## config.mk

```make
export PLATFORM = sky130hd
export DESIGN_NAME = ipv4_address_filter_table
export DESIGN_NICKNAME = d
export VERILOG_FILES = /design/src/sv/ipv4f_pkg.sv /design/src/sv/ipv4f_ctrl.sv /design/src/sv/ipv4f_datapath.sv /design/src/sv/ipv4_address_filter_table.sv
export SDC_FILE = /design/constraint.sdc
export NUM_CORES = 2
export LEC_CHECK = 0
export ABC_CLOCK_PERIOD_IN_PS = 5000
export BUFFER_PORTS_ARGS = -buffer_cell sky130_fd_sc_hd__buf_2
export CORE_ASPECT_RATIO = 1.5
export CORE_MARGIN = 5
export CORE_UTILIZATION = 59
export CTS_CLUSTER_SIZE = 10
export DETAILED_ROUTE_END_ITERATION = 12
export PLACE_DENSITY = 0.75
export SYNTH_ARGS = -nofsm -noshare
export SYNTH_HDL_FRONTEND = slang
export SYNTH_SLANG_ARGS = --single-unit
```

## constraint.sdc

```tcl
create_clock -name aclk -period 5 [get_ports aclk]
set_input_delay 0.25 -clock aclk [delete_from_list [all_inputs] [get_ports aclk]]
set_output_delay 0.25 -clock aclk [all_outputs]
set_load 0.1 [all_outputs]
```

## src/sv/ipv4f_pkg.sv

```systemverilog
`timescale 1ns / 1ps
// ----------------------------------------------------------------------------
// IPv4 address filter table: shared package
// Table size, item layouts, operation and status codes, controller states
// and the command and status groups between controller and datapath.
// ----------------------------------------------------------------------------
package ipv4f_pkg;

    // Table geometry
    localparam int TABLE_DEPTH = 64;
    localparam int IDX_W       = (TABLE_DEPTH > 1) ? $clog2(TABLE_DEPTH) : 1;
    localparam int CNT_W       = $clog2(TABLE_DEPTH + 1);

    // Field widths fixed by the item formats
    localparam int FUNC_W   = 2;
    localparam int ADDR_W   = 32;
    localparam int SLOT_W   = 6;
    localparam int STATUS_W = 2;

    // Operation codes; the unused code behaves as a lookup
    localparam logic [FUNC_W-1:0] OP_LOOKUP = 2'd0;
    localparam logic [FUNC_W-1:0] OP_INSERT = 2'd1;
    localparam logic [FUNC_W-1:0] OP_DELETE = 2'd2;

    // Result status codes
    localparam logic [STATUS_W-1:0] ST_DONE      = 2'd0;
    localparam logic [STATUS_W-1:0] ST_PRESENT   = 2'd1;
    localparam logic [STATUS_W-1:0] ST_NOT_FOUND = 2'd2;
    localparam logic [STATUS_W-1:0] ST_FULL      = 2'd3;

    // Input item
    typedef struct packed {
        logic [FUNC_W-1:0] func;
        logic [ADDR_W-1:0] ip_addr;
    } ipv4f_req_t;

    // Result item
    typedef struct packed {
        logic                hit;
        logic [SLOT_W-1:0]   slot;
        logic [STATUS_W-1:0] status;
    } ipv4f_resp_t;

    // Controller states
    typedef enum logic [1:0] {
        S_IDLE,
        S_SCAN,
        S_COMMIT
    } ipv4f_state_t;

    // Controller to datapath
    typedef struct packed {
        logic start;
        logic scan;
        logic commit;
    } ipv4f_cmd_t;

    // Datapath to controller
    typedef struct packed {
        logic scan_done;
        logic out_free;
    } ipv4f_stat_t;

endpackage

```

## src/sv/ipv4f_ctrl.sv

```systemverilog
`timescale 1ns / 1ps
// ----------------------------------------------------------------------------
// IPv4 address filter table: controller
// Sequences one item at a time: accept, scan every slot, then commit the
// table update and load the result register once it is free.
// ----------------------------------------------------------------------------
module ipv4f_ctrl (
    input  logic                  aclk,
    input  logic                  aresetn,
    input  logic                  s_valid,
    output logic                  s_ready,
    input  ipv4f_pkg::ipv4f_stat_t stat,
    output ipv4f_pkg::ipv4f_cmd_t  cmd
);
    import ipv4f_pkg::*;

    ipv4f_state_t state_reg;
    ipv4f_state_t state_next;

    // State register
    always_ff @(posedge aclk) begin
        if (!aresetn) begin
            state_reg <= S_IDLE;
        end else begin
            state_reg <= state_next;
        end
    end

    // Next state
    always_comb begin
        state_next = state_reg;
        unique case (state_reg)
            S_IDLE: begin
                if (s_valid) begin
                    state_next = S_SCAN;
                end
            end
            S_SCAN: begin
                if (stat.scan_done) begin
                    state_next = S_COMMIT;
                end
            end
            S_COMMIT: begin
                if (stat.out_free) begin
                    state_next = S_IDLE;
                end
            end
            default: state_next = S_IDLE;
        endcase
    end

    // Outputs
    always_comb begin
        s_ready    = 1'b0;
        cmd        = '0;
        unique case (state_reg)
            S_IDLE: begin
                s_ready   = 1'b1;
                cmd.start = s_valid;
            end
            S_SCAN: begin
                cmd.scan = 1'b1;
            end
            S_COMMIT: begin
                cmd.commit = stat.out_free;
            end
            default: begin
                s_ready = 1'b0;
            end
        endcase
    end

endmodule

```

## src/sv/ipv4f_datapath.sv

```systemverilog
`timescale 1ns / 1ps
// ----------------------------------------------------------------------------
// IPv4 address filter table: datapath
// Address memory with registered read, per-slot valid bits, scan counter,
// match and free-slot trackers, table update and the result register.
// ----------------------------------------------------------------------------
module ipv4f_datapath (
    input  logic                   aclk,
    input  logic                   aresetn,
    input  ipv4f_pkg::ipv4f_req_t  s_data,
    output ipv4f_pkg::ipv4f_resp_t m_data,
    output logic                   m_valid,
    input  logic                   m_ready,
    input  ipv4f_pkg::ipv4f_cmd_t  cmd,
    output ipv4f_pkg::ipv4f_stat_t stat
);
    import ipv4f_pkg::*;

    // Address store, written only at commit, read once a cycle during a scan
    logic [ADDR_W-1:0]      mem [TABLE_DEPTH];
    logic [TABLE_DEPTH-1:0] valid_reg;
    logic [TABLE_DEPTH-1:0] valid_next;

    // Item under work
    ipv4f_req_t req_reg;

    // Scan pipeline
    logic [CNT_W-1:0]  cnt_reg;
    logic [CNT_W-1:0]  cnt_next;
    logic              rd_live_reg;
    logic              rd_live_next;
    logic [ADDR_W-1:0] rd_data_reg;
    logic [IDX_W-1:0]  rd_slot_reg;
    logic              rd_vbit_reg;
    logic              issue;
    logic [IDX_W-1:0]  rd_idx;

    // Trackers
    logic              found_reg;
    logic              found_next;
    logic [IDX_W-1:0]  match_reg;
    logic [IDX_W-1:0]  match_next;
    logic              free_found_reg;
    logic              free_found_next;
    logic [IDX_W-1:0]  free_reg;
    logic [IDX_W-1:0]  free_next;

    // Result register
    logic        m_valid_reg;
    logic        m_valid_next;
    ipv4f_resp_t resp_reg;
    ipv4f_resp_t resp_next;
    logic        wr_en;

    assign rd_idx = cnt_reg[IDX_W-1:0];
    assign issue  = cmd.scan && (cnt_reg < CNT_W'(TABLE_DEPTH));

    assign stat.scan_done = (cnt_reg == CNT_W'(TABLE_DEPTH)) && !rd_live_reg;
    assign stat.out_free  = !m_valid_reg || m_ready;

    assign m_valid = m_valid_reg;
    assign m_data  = resp_reg;

    // Advance the scan counter and track the read in flight
    always_comb begin
        cnt_next     = cnt_reg;
        rd_live_next = issue;
        if (cmd.start) begin
            cnt_next = '0;
        end else if (issue) begin
            cnt_next = cnt_reg + 1'b1;
        end
    end

    // Compare the returned entry; keep the lowest match and lowest free slot
    always_comb begin
        found_next      = found_reg;
        match_next      = match_reg;
        free_found_next = free_found_reg;
        free_next       = free_reg;
        if (cmd.start) begin
            found_next      = 1'b0;
            free_found_next = 1'b0;
        end else if (rd_live_reg) begin
            if (rd_vbit_reg && (rd_data_reg == req_reg.ip_addr) && !found_reg) begin
                found_next = 1'b1;
                match_next = rd_slot_reg;
            end
            if (!rd_vbit_reg && !free_found_reg) begin
                free_found_next = 1'b1;
                free_next       = rd_slot_reg;
            end
        end
    end

    // Decide the table update and the result
    always_comb begin
        valid_next       = valid_reg;
        wr_en            = 1'b0;
        resp_next        = resp_reg;
        m_valid_next     = m_valid_reg;
        if (m_valid_reg && m_ready) begin
            m_valid_next = 1'b0;
        end
        if (cmd.commit) begin
            m_valid_next     = 1'b1;
            resp_next.hit    = found_reg;
            resp_next.slot   = '0;
            resp_next.status = ST_NOT_FOUND;
            case (req_reg.func)
                OP_INSERT: begin
                    if (found_reg) begin
                        resp_next.slot   = SLOT_W'(match_reg);
                        resp_next.status = ST_PRESENT;
                    end else if (free_found_reg) begin
                        wr_en                = 1'b1;
                        valid_next[free_reg] = 1'b1;
                        resp_next.slot       = SLOT_W'(free_reg);
                        resp_next.status     = ST_DONE;
                    end else begin
                        resp_next.status = ST_FULL;
                    end
                end
                OP_DELETE: begin
                    if (found_reg) begin
                        valid_next[match_reg] = 1'b0;
                        resp_next.slot        = SLOT_W'(match_reg);
                        resp_next.status      = ST_DONE;
                    end
                end
                default: begin
                    if (found_reg) begin
                        resp_next.slot   = SLOT_W'(match_reg);
                        resp_next.status = ST_DONE;
                    end
                end
            endcase
        end
    end

    // Memory: write at commit, registered read during the scan
    always_ff @(posedge aclk) begin
        if (wr_en) begin
            mem[free_reg] <= req_reg.ip_addr;
        end
        if (issue) begin
            rd_data_reg <= mem[rd_idx];
        end
    end

    // Hold the item and the scan payload
    always_ff @(posedge aclk) begin
        if (cmd.start) begin
            req_reg <= s_data;
        end
        if (issue) begin
            rd_slot_reg <= rd_idx;
            rd_vbit_reg <= valid_reg[rd_idx];
        end
        match_reg <= match_next;
        free_reg  <= free_next;
        resp_reg  <= resp_next;
    end

    // Control state
    always_ff @(posedge aclk) begin
        if (!aresetn) begin
            valid_reg      <= '0;
            cnt_reg        <= '0;
            rd_live_reg    <= 1'b0;
            found_reg      <= 1'b0;
            free_found_reg <= 1'b0;
            m_valid_reg    <= 1'b0;
        end else begin
            valid_reg      <= valid_next;
            cnt_reg        <= cnt_next;
            rd_live_reg    <= rd_live_next;
            found_reg      <= found_next;
            free_found_reg <= free_found_next;
            m_valid_reg    <= m_valid_next;
        end
    end

endmodule

```

## src/sv/ipv4_address_filter_table.sv

```systemverilog
`timescale 1ns / 1ps
// ----------------------------------------------------------------------------
// IPv4 address filter table: top level
// A bounded set of IPv4 addresses with lookup, insert-if-absent and delete.
// ----------------------------------------------------------------------------
// Usage:
//   s_valid/s_ready/s_data carry one item: func (0 lookup, 1 insert,
//   2 delete, 3 acts as lookup) and ip_addr. m_valid/m_ready/m_data return
//   one result per item: hit, slot and status (done, already present,
//   not found, table full).
//   Each item scans every slot of the address memory, one slot a cycle
//   through its single registered read port; the result is registered at
//   the commit after the last read returns, and the next item is taken
//   only once the controller is back in idle, so one item at a time.
//   The result register separates the two sides: a new item is accepted
//   and scanned while the previous result still waits; if the receiver
//   holds m_ready low, the block waits at the commit step until the
//   result register frees, with the table unchanged until then.
//   Reset clears all valid bits at once, so the table is empty straight
//   after reset; no clearing pass is needed.
// ----------------------------------------------------------------------------
module ipv4_address_filter_table (
    input  logic                   aclk,
    input  logic                   aresetn,
    input  logic                   s_valid,
    output logic                   s_ready,
    input  ipv4f_pkg::ipv4f_req_t  s_data,
    output logic                   m_valid,
    input  logic                   m_ready,
    output ipv4f_pkg::ipv4f_resp_t m_data
);
    import ipv4f_pkg::*;

    ipv4f_cmd_t  cmd;
    ipv4f_stat_t stat;

    // Sequencer
    ipv4f_ctrl u_ctrl (
        .aclk    (aclk),
        .aresetn (aresetn),
        .s_valid (s_valid),
        .s_ready (s_ready),
        .stat    (stat),
        .cmd     (cmd)
    );

    // Table storage, scan and result
    ipv4f_datapath u_datapath (
        .aclk    (aclk),
        .aresetn (aresetn),
        .s_data  (s_data),
        .m_data  (m_data),
        .m_valid (m_valid),
        .m_ready (m_ready),
        .cmd     (cmd),
        .stat    (stat)
    );

endmodule
```

# [Yosys cells after proc, flatten, opt, wreduce, memory -nomap -nowiden]
# Memories as Yosys holds them, arrays and structs flattened. A register that Yosys moved wholly into a read port is not among the register bits.
# Index checks and enable logic that the tools add are counted.
# W data, S select, Z words.
[word_totals] register_bits=139 mem_bits_rw=2048 out_inout_bits=11 elab_cells=96 n_memories=1
[classes] n_addsub=1 n_lt_le_gt_ge=6 eq_ne=12 muxes=31 bitwise_logic=5 reduce_logical=24
[memory_table] name="u_datapath.mem" depth=64 width=32 read_ports=1 rd_clocked_by_memory_dff=1 wr=1 line_no="ipv4f_datapath.sv:20" rtl="logic [ADDR_W-1:0] mem [TABLE_DEPTH];"
[op_table] operator="$mux W64" count=3
[op_table] operator="$pmux W64 S2" count=1
[op_table] operator="$and A64 B64 Y64" count=1
[op_table] operator="$not A64 Y64" count=1
[op_table] operator="$or A64 B64 Y64" count=1
[op_table] operator="$eq A32 B32 Y1" count=1
[op_table] operator="$mux W8" count=3
[op_table] operator="$lt A6 B7 Y1 const B" count=3
[op_table] operator="$mux W1" count=15
[op_table] operator="$demux W1 S6" count=2
[op_table] operator="$ge A6 B1 Y1 const B" count=2
[op_table] operator="$reduce_and A3 Y1" count=3
[op_table] operator="$logic_and A1 B1 Y1" count=8
[op_table] operator="$mux W2" count=4
[op_table] operator="$add A7 B1 Y7 const B" count=1
[op_table] operator="$eq A7 B7 Y1 const B" count=1
[op_table] operator="$lt A7 B7 Y1 const B" count=1
[op_table] operator="$bmux W1 S6" count=1
[op_table] operator="$mux W6" count=1
[op_table] operator="$ne A2 B1 Y1 const B" count=3
[op_table] operator="$ne A2 B2 Y1 const B" count=3
[op_table] operator="$pmux W2 S3" count=1
[op_table] operator="$logic_not A1 Y1" count=5
[op_table] operator="$reduce_and A5 Y1" count=1
[op_table] operator="other kinds (8)" count=13

# [Depth between registers and ports, before layout]
[logic_depth] depth_word=8 mapped_depth=11

# [By module]
# A second synthesis with hierarchy kept.
[unflattened] cells_unflattened=3791 hier_area_um2=84727.5
[by_module_without_submodules] module="ipv4f_datapath" instances=1 cells_per_inst=3779 area_each_um2=84608.6 seq_area_each_um2=65823.1
[by_module_without_submodules] module="ipv4f_ctrl" instances=1 cells_per_inst=12 area_each_um2=118.9 seq_area_each_um2=40.0

# [Least setup slack after synthesis]
# No wires, ideal clock.
[synth_timing] kind="register to register" from="register u_ctrl.state_reg[0]" to="register u_datapath.cnt_reg[5]" setup_ns=0.126 arrival_time_ns=4.465 t_required_ns=4.874 path_slack_ns=0.409 path_stages_with_launch=6 n_path_buf=0 cell_sequence="dfxtp_1 > nor3b_1 > and3_1 > and3_1 > xnor2_1 > nor2_1"
[synth_via] elab_chain_cells=3 elab_cells_between_ends=6
[synth_lines] item="from (decl)" line_no="ipv4f_ctrl.sv:17" rtl="ipv4f_state_t state_reg;"
[synth_lines] item="from (signal assigned)" line_no="ipv4f_ctrl.sv:25" rtl="state_reg <= state_next;"
[synth_lines] item="$eq A2 B1 Y1" line_no="ipv4f_ctrl.sv:56" rtl="unique case (state_reg)"
[synth_lines] item="$mux W1" line_no="ipv4f_ctrl.sv:56"
[synth_lines] item="$logic_and A1 B1 Y1" line_no="ipv4f_datapath.sv:56" rtl="assign issue = cmd.scan && (cnt_reg < CNT_W'(TABLE_DEPTH));"
[synth_lines] item="named net u_datapath.issue" line_no="ipv4f_datapath.sv:35" rtl="logic issue;"
[synth_lines] item="to (signal assigned)" line_no="ipv4f_datapath.sv:176" rtl="cnt_reg <= cnt_next;"
[synth_lines] item="to (decl)" line_no="ipv4f_datapath.sv:28" rtl="logic [CNT_W-1:0] cnt_reg;"
# The timed path passes the listed nets, and every way through them passes these cells.
# A chain may end at the register's enable or synchronous reset.

# [Worst setup path in the final report]
[layout_timing] from="register u_datapath.cnt_reg[0]" to="register u_datapath.rd_data_reg[2] (read register of u_datapath.mem) (data pin)"
[layout_via] elab_chain_cells=2
[layout_lines] item="$lt A7 B7 Y1" line_no="ipv4f_datapath.sv:56"
[layout_lines] item="$logic_and A1 B1 Y1" line_no="ipv4f_datapath.sv:56"
[layout_lines] item="to (decl)" line_no="ipv4f_datapath.sv:32" rtl="logic [ADDR_W-1:0] rd_data_reg;"
# Parallel ways exist; a longest one is shown, timed or not.

==> flow_metrics.tcl <==
set metrics [dict create \
    status "finished, final reports clean" \
    internal_power_w 0.0294 \
    critPathKind "reg2reg" \
    yosys_warnings 0 \
    grt_max_degree 118 \
    finalCritPeriodShare 0.815 \
    antenna_found_initial 6 \
    vias 43900 \
    p_total_w 0.0369 \
    period_needed_ps 4080 \
    critPathArrivalTime_ps 4650 \
    post-place-cells 5959 \
    post-cts-setup-buffer-count 0 \
    powerDensity_nw_per_um2 386 \
    setup_tns_ps 0 \
    worstPathCellList "buf_12 -> buf_12 -> mux4_2 -> mux4_2 -> nor2_1 -> nor3_1" \
    leakagePower_nw 29.3 \
    clock_latency_ps 850 \
    wire_per_inst_um 36.1 \
    synth_top_flop_cell "edfxtp_1" \
    coreArea_um2 143000 \
    placed_cell_area_um2 88800 \
    drt-total-wl_mm 227 \
    finalMaxSlewViolations 0 \
    p_seq_frac 0.555 \
    synth_cell_types 57 \
    reg2reg_depth 6 \
    setup_viol 0 \
    clock_path_buffers 3 \
    track_usage 0.300 \
    async_flop_share 0 \
    crit_required_ps 5570 \
    pwr-share-comb 0.031 \
    crit_fanout 43 \
    slowest_delay_ps 1020 \
    dieArea_um2 152000 \
    postLayoutSetupSlackWorst_ps 924 \
    firstDrtPassIters 6 \
    numCtsBuffers 240 \
    final_common_cell "edfxtp_1" \
    whs_path_depth 3 \
    synth_edf_count 2142 \
    grt_overflow 0 \
    tightest_slew_ps 1420 \
    postSynthAreaPerCell_um2 21.1 \
    htreeDepth 4 \
    area_delta_synth_final_pct 12.4 \
    slowest_stage "dfxtp_4" \
    maxCapViolations 0 \
    p_sw_w 0.00748 \
    ctsResizeCount 0 \
    row_count 170 \
    clkTransAtPathRegs_ps 60 \
    start_util 0.594 \
    fin_skew_ps 33.9 \
    place_hpwl_mm 131 \
    ios 49 \
    drc 0 \
    clock-root-buffer "clkbuf_16" \
    io_buffer_count 48 \
    critPathCaptureType "flop" \
    power_frac_clock 0.413 \
    dp_slack_ps 852 \
    hold_viol_final 0 \
    grt_pass1_vias 44800 \
    tritoncts "yes" \
    ys_ff_latch 2219 \
    critPathTopFamily "multiplexers" \
    swShare 0.203 \
    mostFrequentLayoutCells "edfxtp_1, mux4_2, clkbuf_16, mux2i_1, buf_4" \
    nets 4385 \
    place_congestion 0.892 \
    slew_headroom 0.0525 \
    drt-vias-per-instance 6.96 \
    cp-start-kind "flop" \
    ant_nets 0 \
    largest_register_ffs 2048 \
    synth.cell_area_um2 85000 \
    multi_input_comb_area_um2 18500 \
    crit_buf_inv 2 \
    ys_seq_area_frac 0.775 \
    synthCells 4028 \
    post_route_cells_drive_above_1_share 0.261 \
    regArea_um2 65900 \
    design_area_um2 95600 \
    hold_path.class "in2reg" \
    grt_pass1_wl_mm 324 \
    cts_sinks 2219 \
    max_freq_ghz 0.245 \
    ir_drop_uv 355 \
    nFillCells 8681 \
    path_depth 6 \
    final_cells 6304 \
    fp.dieH_um 475 \
    die_w_um 320 \
    syn_nets 4068 \
    ctsHoldBuffers 36 \
    rsz0062_at_grt "no" \
    drt_iter0_drc 6803 \
]
==> routing by layer <==
layer / up-vias / routed length [µm] / GRT usage / share of wire
li1: 17300 / - / - / -
met1: 22800 / 74800 / 0.378 / 0.33
met2: 3167 / 112000 / 0.492 / 0.49
met3: 580 / 24600 / 0.0675 / 0.11
met5: - / 0 / 0 / 0
met4: 0 / 15600 / 0.166 / 0.069
==> kinds of logic (layout without fill, tap and decap cells) <==
group	count (synthesis)	count (layout)	share of synthesized area
DFF	2219	2219	0.775
xor gates and xnor gates	37	37	0.00381
AOI/OAI and AO/OA	357	357	0.0335
adders and majority gates	2	2	0.000294
and+or+nand+nor	467	467	0.0255
muxes	707	707	0.148
other	0	3	0
buffers and inverters	239	620	0.0139
==> final timing paths <==
check / startpoint / slack (ps) / to
setup / recovery: u_datapath.cnt_reg[0]$_SDFFE_PP0P_ / 920 / u_datapath.rd_data_reg[2]$_DFFE_PP_
setup reg to reg: u_datapath.cnt_reg[0]$_SDFFE_PP0P_ / 920 / u_datapath.rd_data_reg[2]$_DFFE_PP_
hold / removal: aresetn / 110 / u_datapath.valid_reg[43]$_SDFFE_PN0P_
hold reg to reg: u_datapath.rd_slot_reg[4]$_DFFE_PP_ / 460 / u_datapath.free_reg[4]$_DFFE_PP_
==> power by group through the flow <==
stage / clock network, W / logic [W] / registers, W
2_1_floorplan: 0 / 0.000614 / 0.0210
6_report: 0.0153 / 0.00116 / 0.0205
4_1_cts: 0.0153 / 0.00115 / 0.0205
3_3_place_gp: 0 / 0.00109 / 0.0209
3_5_place_dp: 0 / 0.00112 / 0.0209
5_1_grt: 0.0162 / 0.00121 / 0.0205
==> cells in the mapped netlist (11+ instances only) <==
| library cell | n | area share |
|---|---|---|
| clkbuf_1 | 77 | 0.0034 |
| nand2_1 | 95 | 0.0042 |
| a22o_1 | 16 | 0.0016 |
| inv_1 | 18 | 0.00079 |
| o221a_2 | 64 | 0.0085 |
| a22oi_1 | 103 | 0.0091 |
| dfxtp_1 | 77 | 0.018 |
| o22a_1 | 11 | 0.0011 |
| o22ai_1 | 44 | 0.0032 |
| buf_1 | 20 | 0.00088 |
| edfxtp_1 | 2142 | 0.76 |
| xnor2_1 | 34 | 0.0035 |
| o21ai_0 | 16 | 0.00094 |
| mux2i_1 | 227 | 0.027 |
| nand3_1 | 60 | 0.0035 |
| a211oi_1 | 13 | 0.0011 |
| a31oi_1 | 13 | 0.00096 |
| mux2_2 | 41 | 0.0054 |
| buf_4 | 29 | 0.0026 |
| nor3_1 | 17 | 0.0010 |
| a21oi_1 | 26 | 0.0015 |
| nor2b_1 | 26 | 0.0019 |
| a221oi_1 | 45 | 0.0046 |
| buf_2 | 84 | 0.0049 |
| nand4_1 | 22 | 0.0016 |
| nor2_1 | 194 | 0.0086 |
| mux4_2 | 439 | 0.12 |
==> cell type report <==
type                            count  share of cell area
Inverter                           20            0.000786
Timing Repair Buffer              294              0.0242
Clock inverter                     14             0.00172
Sequential cell                  2219               0.689
Multi-Input combinational cell   1570               0.194
Tap cell                         1892              0.0248
Antenna cell                        3           0.0000786
Clock buffer                      292              0.0653
==> tightest hold or removal path, stage by stage <==
cell,delay (ps)
buf_2,90
buf_4,330
o221a_2,220
==> through the flow <==
stage / util / hold WS [ps]
2_1_floorplan: - / 349
3_3_place_gp: 0.620 / 427
3_5_place_dp: 0.620 / 428
4_1_cts: 0.668 / 52.5
5_1_grt: 0.668 / 87.8
6_report: 0.668 / 108
Power figures use the tool's default switching activity.
